File: config.mk
export PLATFORM = sky130hd
export DESIGN_NAME = aae16_ctrl
export DESIGN_NICKNAME = d
export VERILOG_FILES = /design/src/hdl/aae16_pkg.sv /design/src/hdl/aae16_ctrl.sv
export SDC_FILE = /design/constraint.sdc
export NUM_CORES = 1
export LEC_CHECK = 0
export ABC_AREA = 1
export BUFFER_PORTS_ARGS = -buffer_cell sky130_fd_sc_hd__buf_2
export CAP_MARGIN = 10
export CORE_MARGIN = 1.5
export CORE_UTILIZATION = 25
export DETAILED_ROUTE_END_ITERATION = 16
export GPL_TIMING_DRIVEN = 0
export PLACE_DENSITY_LB_ADDON = 0.05
export SYNTH_ARGS = -nofsm -noshare
export SYNTH_HDL_FRONTEND = slang
export SYNTH_SLANG_ARGS = --single-unit
File: constraint.sdc
create_clock -name i_clk -period 1.8 [get_ports i_clk]
set_clock_uncertainty 0.1 [all_clocks]
set_input_delay 0.09 -clock i_clk [delete_from_list [all_inputs] [get_ports i_clk]]
set_output_delay 0.09 -clock i_clk [all_outputs]
set_load 0.03 [all_outputs]
File: src/hdl/aae16_pkg.sv
// ----------------------------------------------------------------------------
// aae16_pkg
// Shared types and constants for the adaptive 16-bit arithmetic encoder.
// ----------------------------------------------------------------------------
package aae16_pkg;

    localparam int C_MAX_RES = 40;
    localparam int C_OCNT_W = 6;

    localparam logic [15:0] C_HALF = 16'h8000;
    localparam logic [15:0] C_QUARTER = 16'h4000;
    localparam logic [15:0] C_LOW_MASK = 16'h3FFF;
    localparam logic [15:0] C_TOP = 16'hFFFF;
    localparam logic [14:0] C_TOTAL_LIMIT = 15'h3FFF;
    localparam logic [6:0] C_INC_RESET = 7'd10;

    typedef struct packed {
        logic accept;
        logic clear_step;
        logic restart;
        logic rd_sym;
        logic rd_sym1;
        logic cap_lo;
        logic cap_hi;
        logic mul_hi;
        logic mul_lo;
        logic save_qh;
        logic div_step;
        logic set_range;
        logic shift_step;
        logic pend_step;
        logic flush_bit;
        logic flush_end;
        logic pass_init;
        logic pass_halve;
        logic pass_run;
        logic out_rd;
        logic out_next;
    } t_cmd;

    typedef struct packed {
        logic clear_done;
        logic div_done;
        logic settle;
        logic straddle;
        logic pend_zero;
        logic pend_last;
        logic pass_done;
        logic need_halve;
        logic out_last;
        logic ocnt_zero;
    } t_stat;

endpackage

File: src/hdl/aae16_ctrl.sv
// ----------------------------------------------------------------------------
// aae16_ctrl
// Sequencer: steps the datapath through clear, lookup, divide, shift, update, flush, drain.
// ----------------------------------------------------------------------------
module aae16_ctrl (
    input  logic              i_clk,
    input  logic              i_rst_n,
    input  logic              i_in_valid,
    output logic              o_in_ready,
    input  logic              i_mode,
    input  logic              i_out_ready,
    output logic              o_out_valid,
    output logic              o_stream_end,
    output aae16_pkg::t_cmd   o_cmd,
    input  aae16_pkg::t_stat  i_stat
);
    import aae16_pkg::*;

    localparam logic [4:0] S_CLEAR    = 5'd0;
    localparam logic [4:0] S_IDLE     = 5'd1;
    localparam logic [4:0] S_RD_LO    = 5'd2;
    localparam logic [4:0] S_RD_HI    = 5'd3;
    localparam logic [4:0] S_CAP_HI   = 5'd4;
    localparam logic [4:0] S_MUL_HI   = 5'd5;
    localparam logic [4:0] S_DIV_HI   = 5'd6;
    localparam logic [4:0] S_MUL_LO   = 5'd7;
    localparam logic [4:0] S_DIV_LO   = 5'd8;
    localparam logic [4:0] S_SET      = 5'd9;
    localparam logic [4:0] S_SHIFT    = 5'd10;
    localparam logic [4:0] S_PEND     = 5'd11;
    localparam logic [4:0] S_FLUSH    = 5'd12;
    localparam logic [4:0] S_FL_END   = 5'd13;
    localparam logic [4:0] S_INC      = 5'd14;
    localparam logic [4:0] S_HALVE    = 5'd15;
    localparam logic [4:0] S_OUT_RD   = 5'd16;
    localparam logic [4:0] S_OUT_WAIT = 5'd17;

    logic [4:0] r_state, n_state;
    logic       r_mode, n_mode;

    always_ff @(posedge i_clk) begin
        if (!i_rst_n) begin
            r_state <= S_CLEAR;
            r_mode <= 1'b0;
        end else begin
            r_state <= n_state;
            r_mode <= n_mode;
        end
    end

    always_comb begin
        n_state = r_state;
        n_mode = r_mode;
        o_cmd = '0;
        o_in_ready = 1'b0;
        o_out_valid = 1'b0;
        case (r_state)
            S_CLEAR: begin
                o_cmd.clear_step = 1'b1;
                if (i_stat.clear_done) begin
                    n_state = S_IDLE;
                end
            end
            S_IDLE: begin
                o_in_ready = 1'b1;
                if (i_in_valid) begin
                    o_cmd.accept = 1'b1;
                    n_mode = i_mode;
                    n_state = i_mode ? S_FLUSH : S_RD_LO;
                end
            end
            S_RD_LO: begin
                o_cmd.rd_sym = 1'b1;
                n_state = S_RD_HI;
            end
            S_RD_HI: begin
                o_cmd.rd_sym1 = 1'b1;
                o_cmd.cap_lo = 1'b1;
                n_state = S_CAP_HI;
            end
            S_CAP_HI: begin
                o_cmd.cap_hi = 1'b1;
                n_state = S_MUL_HI;
            end
            S_MUL_HI: begin
                o_cmd.mul_hi = 1'b1;
                n_state = S_DIV_HI;
            end
            S_DIV_HI: begin
                o_cmd.div_step = 1'b1;
                if (i_stat.div_done) begin
                    n_state = S_MUL_LO;
                end
            end
            S_MUL_LO: begin
                o_cmd.save_qh = 1'b1;
                o_cmd.mul_lo = 1'b1;
                n_state = S_DIV_LO;
            end
            S_DIV_LO: begin
                o_cmd.div_step = 1'b1;
                if (i_stat.div_done) begin
                    n_state = S_SET;
                end
            end
            S_SET: begin
                o_cmd.set_range = 1'b1;
                n_state = S_SHIFT;
            end
            S_SHIFT: begin
                o_cmd.shift_step = 1'b1;
                if (i_stat.settle) begin
                    n_state = i_stat.pend_zero ? S_SHIFT : S_PEND;
                end else if (!i_stat.straddle) begin
                    // no shift left to make: start the count update
                    o_cmd.pass_init = 1'b1;
                    n_state = S_INC;
                end
            end
            S_PEND: begin
                o_cmd.pend_step = 1'b1;
                if (i_stat.pend_last) begin
                    n_state = r_mode ? S_FL_END : S_SHIFT;
                end
            end
            S_FLUSH: begin
                o_cmd.flush_bit = 1'b1;
                n_state = S_PEND;
            end
            S_FL_END: begin
                o_cmd.flush_end = 1'b1;
                n_state = S_OUT_RD;
            end
            S_INC: begin
                o_cmd.pass_run = 1'b1;
                if (i_stat.pass_done) begin
                    if (i_stat.need_halve) begin
                        o_cmd.pass_init = 1'b1;
                        o_cmd.pass_halve = 1'b1;
                        n_state = S_HALVE;
                    end else begin
                        n_state = i_stat.ocnt_zero ? S_IDLE : S_OUT_RD;
                    end
                end
            end
            S_HALVE: begin
                o_cmd.pass_run = 1'b1;
                if (i_stat.pass_done) begin
                    n_state = i_stat.ocnt_zero ? S_IDLE : S_OUT_RD;
                end
            end
            S_OUT_RD: begin
                o_cmd.out_rd = 1'b1;
                n_state = S_OUT_WAIT;
            end
            S_OUT_WAIT: begin
                o_out_valid = 1'b1;
                if (i_out_ready) begin
                    o_cmd.out_next = 1'b1;
                    if (!i_stat.out_last) begin
                        n_state = S_OUT_RD;
                    end else if (r_mode) begin
                        // stream closed: rebuild the reset state
                        o_cmd.restart = 1'b1;
                        n_state = S_CLEAR;
                    end else begin
                        n_state = S_IDLE;
                    end
                end
            end
            default: begin
                n_state = S_CLEAR;
            end
        endcase
    end

    assign o_stream_end = r_mode & i_stat.out_last;

endmodule

==> reports/results.txt, run 1 <==
Final min period: 1750 ps
Int Pwr: 607 uW
Met3 Wirelength: 103 um
Initial Util: 26.2%
CP startpoint kind: flop
Initial antenna violation count: 0
Mapped Avg Cell Area: 5.02 um2
GRT Total Usage: 15.1%
Final wirelength: 2900 um
Slew headroom: 79.2%
Post-DP HPWL: 2380 um
Placed Instances: 258
Post-synthesis cell type count: 21
Placed Instance Area: 1140 um2
Switch Pwr: 778 uW
Routed wl met2: 1360 um
Pwr dens: 1120 nW/um2
Worst-case reg-to-reg path depth: 10
Ys Warns: 0
Total leakage power: 0.811 nW
Flop pwr share: 16.8%
Die X: 62.1 um
Number of synthesized register bits: 6
# rows: 21
Placeable Area: 3340 um2
Total CTS buffers: 3
Total negative slack: 0 ps
Detailed Route Iter0 Violations: 21
Fin Hold WS: 68.9 ps
Post-synthesis compound-gate area fraction: 5.44%
Sequential area share after synthesis: 13.8%
CTS tree: built
Buffer levels on the longest clock path: 2
# H-tree levels: 1
Worst Path Arrival: 1560 ps
Number of global-route vias before repair: 1035
Max Slew Vio Count: 0
CTS root buf: clkbuf_4
Ant diodes: 0
Required @ worst endpoint: 1610 ps
Hold Path Class: in2reg
M1 WL: 1390 um
Combinational power share: 74.6%
Hold Path Origin: i_rst_n
Worst slew pin tran: 312 ps
Crit Path Category: reg2out
Post-layout total power: 1.39 mW
Peak VDD IR: 0.000512 V
Clock power share: 8.6%
Layout area overhead: 41.3%
RSZ-0062 raised after global routing: true
Mux share of post-synthesis cell area: 0%
Mapped cell area: 873 um2
Non-Filler Instances: 266
Placer Congestion: 0.824
Final Cycle Share: 97.4%
Slowest stage delay, CP: 290 ps
Fmax: 570 MHz
Vias per cell: 4.40
Crit. Startpoint: r_state[2]
DR pass1 iterations: 4
Post-DRT Antenna Nets: 0
Vias: 1170
Final Hold Viols: 0
Adder-cell area share of the yosys netlist: 0%
Hold Crit Depth: 3
Latest clock arrival within the worst-skew pair: 240 ps
Top Metal Used: met4
Die area: 3860 um2
Final #Nets: 237
Switching power share of the total: 56.2%
Cell Chain, Critical Path: buf_4 > inv_1 > nand2_1 > nor2_4 > nand2_2 > nor2_2 > nand2_1 > o21ai_0 > buf_4
Count of mapped cells out of synthesis: 174
GRT Residual Overflow: 0
Simple-Gate Fraction of Synth Area: 61.3%
Critical path capture point type: output port
Final instance area: 1230 um2
Clk pin slew, worst setup/hold paths: 40 ps
Syn_nets: 189
Combinational family with the most area after synthesis: simple AND/OR/NAND/NOR gates
Port Buffers: 38
Status: finished, final reports clean
Hold buffers post-CTS: 0
# IOs: 39
First-pass GRT wire length: 4750 um
Largest net degree at the start of global routing: 11
Reg2Reg Launch Point: r_state[2]
Die Y: 62.1 um
# setup viols final: 0
Largest fanout on the critical path: 8
Max cap viols: 0
Share of cells above drive strength 1: 33.2%
Post-Synth XOR/XNOR Area: 0%
Routed wire length per instance: 10.9 um
Slowest stage cell, crit path: dfxtp_1
Sink Count: 6
Post-route DRC: 0
cells in the mapped netlist:
master	count	area [um2]
nand3_2	1	10.0
nor2_1	26	97.6
o21ai_0	1	5.00
o21a_1	1	7.51
inv_1	35	131
nand3b_1	1	7.51
nand2_1	53	199
dfxtp_1	6	120
nor3_2	1	10.0
or2_2	1	6.26
nand4_1	4	25.0
nand2_2	1	6.26
nor2_4	3	33.8
nor2_2	3	18.8
nand3_1	21	105
and3_1	1	6.26
nor3_1	2	10.0
inv_2	1	3.75
a21oi_1	7	35.0
buf_4	4	30.0
buf_2	1	5.00
what timing repair did:
action / CTS / global route
resized for setup: 5 / 8
setup endpoints to repair: 2 / 17
pin swaps: 0 / 2
setup buffers: 0 / 5
power by group through the flow:
stage / Clock (mW) / Sequential [mW] / Combinational, mW
2_1_floorplan: 0 / 0.211 / 0.714
3_3_place_gp: 0 / 0.232 / 0.939
3_5_place_dp: 0 / 0.230 / 0.936
4_1_cts: 0.130 / 0.229 / 0.944
5_1_grt: 0.139 / 0.239 / 1.14
6_report: 0.119 / 0.233 / 1.03
final cells by class:
| type | instances | area (um2) |
|---|---|---|
| sequential | 6 | 123 |
| multi-input combinational | 127 | 626 |
| inverter | 36 | 135 |
| clock buffer | 3 | 22.5 |
| timing repair buffer | 43 | 233 |
| tap | 46 | 57.6 |
| fill | 409 | 2100 |
| buffer | 5 | 37.5 |
cells in the final DEF (no fill, tap or decap), drive strengths merged:
cell and count:
a21oi 7, and3 1, buf 47, clkbuf 4, dfxtp 6, inv 36, nand2 54, nand3 22
nand3b 1, nand4 4, nor2 32, nor3 3, o21a 1, o21ai 1, or2 1
critical path: cells and delay by family (launching register included):
family,cells,cell delay [ps]
buffers and inverters,3,440
DFF,1,290
AOI/OAI and AO/OA,1,70
and+or+nand+nor,5,530
per-stage QoR:
| step | setup slack (ps) | util [%] |
|---|---|---|
| 4_1_cts | 3.13 | 35.2 |
| 6_report | 46.6 | 37.0 |
| 3_5_place_dp | 76.7 | 34.0 |
| 5_1_grt | -42.2 | 37.0 |
| 3_3_place_gp | 42.4 | 34.0 |
| 2_1_floorplan | 46.7 | - |
worst paths after layout:
kind                                   end  slack, ps
worst max-delay path              o_cmd[4]         50
worst min-delay path            r_state[4]         70
worst max register to register  r_state[2]        140
worst min register to register  r_state[0]        450
logic make-up (layout without fill, tap and decap cells):
family / count (synthesis) / after routing
AO/OA/AOI/OAI: 9 / 9
buffers and inverters: 41 / 87
flip-flops: 6 / 6
AND/OR/NAND/NOR: 118 / 118
routing by layer:
metal	track usage, %	vias up
met3	1.99	6
met2	23.8	27
met5	0	-
met1	20.6	511
met4	6.94	0
li1	-	626
state kept, by name, indices dropped and copies added, names as in the netlist:
signal	flops
r_mode	1
r_state	5
(Power assumes the default switching activity.)
==> inputs of run 2 (changes only) <==
- BUFFER_PORTS_ARGS: -buffer_cell sky130_fd_sc_hd__buf_2 -> default
- CORE_UTILIZATION: 25 -> 40
- DONT_BUFFER_PORTS: default -> 1
==> run 2 against run 1 <==
Worst hold slack lost 52 ps. Die area shrank 36%. Sequential cell count is the same. Utilization grew 15 points. Final cell count shrank 23%. Sequential power grew 11%. Wire length shrank 11%. Register-to-register slack lost 80 ps. Critical endpoint is now o_cmd[18]. Largest cell class unchanged.
==> reports/results.txt, run 2 (synthesis gave the netlist of run 1 again) <==
Status: finished, final reports clean
Layout area overhead: 19.6%
Clk pin slew, worst setup/hold paths: 40 ps (about the same)
DR pass1 iterations: 5 (+1)
Max reg flops: 5 (unchanged)
Final #Nets: 196 (-17%)
CP startpoint kind: flop
Post-DP HPWL: 2090 um (-12%)
Largest regs: r_state x5, r_mode x1
# IOs: 39 (unchanged)
Post-layout total power: 1.30 mW (-6.5%)
Initial Util: 43.6% (+17 points)
Commonest non-fill, non-tap cells in the layout: nand2_1 (52), inv_1 (29), nor2_1 (20), nand3_1 (20), nor2_4 (10)
Final min period: 1760 ps (+1.87 ps)
Placer Congestion: 0.854 (+3.6%)
Total leakage power: 0.615 nW (-24%)
Worst Path Arrival: 1570 ps (about the same)
FILL cells: 242 (-41%)
Max cap viols: 0 (unchanged)
Largest fanout on the critical path: 7 (-1)
Post-route DRC: 0 (unchanged)
Pwr dens: 1240 nW/um2 (+10%)
Final instance area: 1040 um2 (-15%)
Detailed Route Iter0 Violations: 34 (+62%)
Die Y: 49.7 um (-20%)
Routed wire length per instance: 12.5 um (+14%)
Worst slew pin tran: 619 ps (+307 ps)
Final wirelength: 2570 um (-11%)
CTS root buf: clkbuf_4
Post-DRT Antenna Nets: 0 (unchanged)
Final Cycle Share: 97.5% (+0.10 points)
Hold Path Origin: i_mode
Ant diodes: 0 (unchanged)
Port Buffers: 0 (-100%)
Slowest stage cell, crit path: dfxtp_2
# H-tree levels: 1 (unchanged)
Fmax: 570 MHz (-0.11%)
Reg2Reg Launch Point: r_state[1]
Hold Path Class: in2reg
Latest clock arrival within the worst-skew pair: 250 ps (about the same)
Vias: 1049 (-10%)
Number of global-route vias before repair: 967 (-6.6%)
Slew headroom: 58.5% (-21 points)
Register with the most flip-flops: r_state
Required @ worst endpoint: 1610 ps (about the same)
Initial antenna violation count: 0 (unchanged)
Largest net degree at the start of global routing: 11 (unchanged)
Peak VDD IR: 0.000706 V (+38%)
GRT Residual Overflow: 0 (unchanged)
Share of cells above drive strength 1: 22.3% (-11 points)
Placeable Area: 2000 um2 (-40%)
Buffer levels on the longest clock path: 2 (unchanged)
Vias per cell: 5.09 (+16%)
Max Slew Vio Count: 0 (unchanged)
# setup viols final: 0 (unchanged)
Critical path capture point type: output port
Crit. Startpoint: r_state[2]
Commonest non-fill, non-tap cell in the layout: nand2_1
Cell Chain, Critical Path: buf_6 > nor2_4 > inv_2 > nor2_4 > inv_2 > nor3_4
Slowest stage delay, CP: 310 ps (+20 ps)
GRT Total Usage: 22.2% (+7.1 points)
Fin Hold WS: 16.6 ps (-52.3 ps)
Total CTS buffers: 3 (unchanged)
CTS tree: built
Crit Path Category: reg2out
Die X: 49.7 um (-20%)
Final Hold Viols: 0 (unchanged)
Die area: 2470 um2 (-36%)
# rows: 16 (-24%)
Placed Instance Area: 922 um2 (-19%)
RSZ-0062 raised after global routing: true
First-pass GRT wire length: 4270 um (-10%)
Register Area: 125 um2 (+2.0%)
Area occupied by multi-input gates: 663 um2 (+6.0%)
Sink Count: 6 (unchanged)
Layout Utilization: 52.2% (+15 points)
-- run 2: cell count changes in the layout (fill, tap and decap cells not counted), sizes merged --
cell / delta
buf: -41
clkbuf: -1
dlygate4sd3: +1
-- run 2: cell type report --
cell class / count / area share [%]
multi-input cells: 127 / 63.5
inverters: 36 / 13.2
repair buffers: 3 / 2.40
flip-flops and latches: 6 / 12.0
well taps: 27 / 3.23
plain buffers: 4 / 3.59
clock buffers: 3 / 2.16
-- run 2: layer usage --
layer	routed length (um)	share of wire (%)	global-route usage [%]	up-vias
met5	0	0	0	-
met1	1190	46	30.7	445
met3	250	9.7	6.06	2
li1	-	-	-	544
met4	23	0.89	5.56	0
met2	1110	43	33.8	58
-- run 2: power breakdown --
part | total, mW | internal, mW | switching (mW) | leakage (nW)
clock network | 0.124 | 0.0754 | 0.0488 | 0.0138
logic | 0.913 | 0.264 | 0.650 | 0.551
registers | 0.258 | 0.177 | 0.0801 | 0.0506
total | 1.30 | 0.516 | 0.779 | 0.615
-- run 2: worst max-delay path: cells and delay by family (launching register included) --
family,cells,cell delay [ps]
AND/OR/NAND/NOR,3,710
flip-flops,1,310
buffers and inverters,3,300
-- run 2: timing repair --
action,4_1_cts,5_1_grt
endpoints found under the hold margin,5,0
buffers inserted,1,1
hold buffers,1,0
pin swaps,5,4
endpoints found under the setup margin,14,13
resized for setup,21,9
-- run 2: per-stage QoR --
stage,std cells,worst slack [ps],TNS (ps)
floorplan,174,46.7,0
global placement,201,-235,-1410
detailed placement,201,-230,-1480
CTS,206,0.388,0
global route,206,-89.4,-400
finish,206,44.7,0
-- run 2: final timing paths --
check	slack, ps	cells past startpoint	endpoint
max reg2reg	60	8	r_state[2]
min	20	3	r_mode
max	40	6	o_cmd[18]
min reg2reg	450	2	r_state[3]
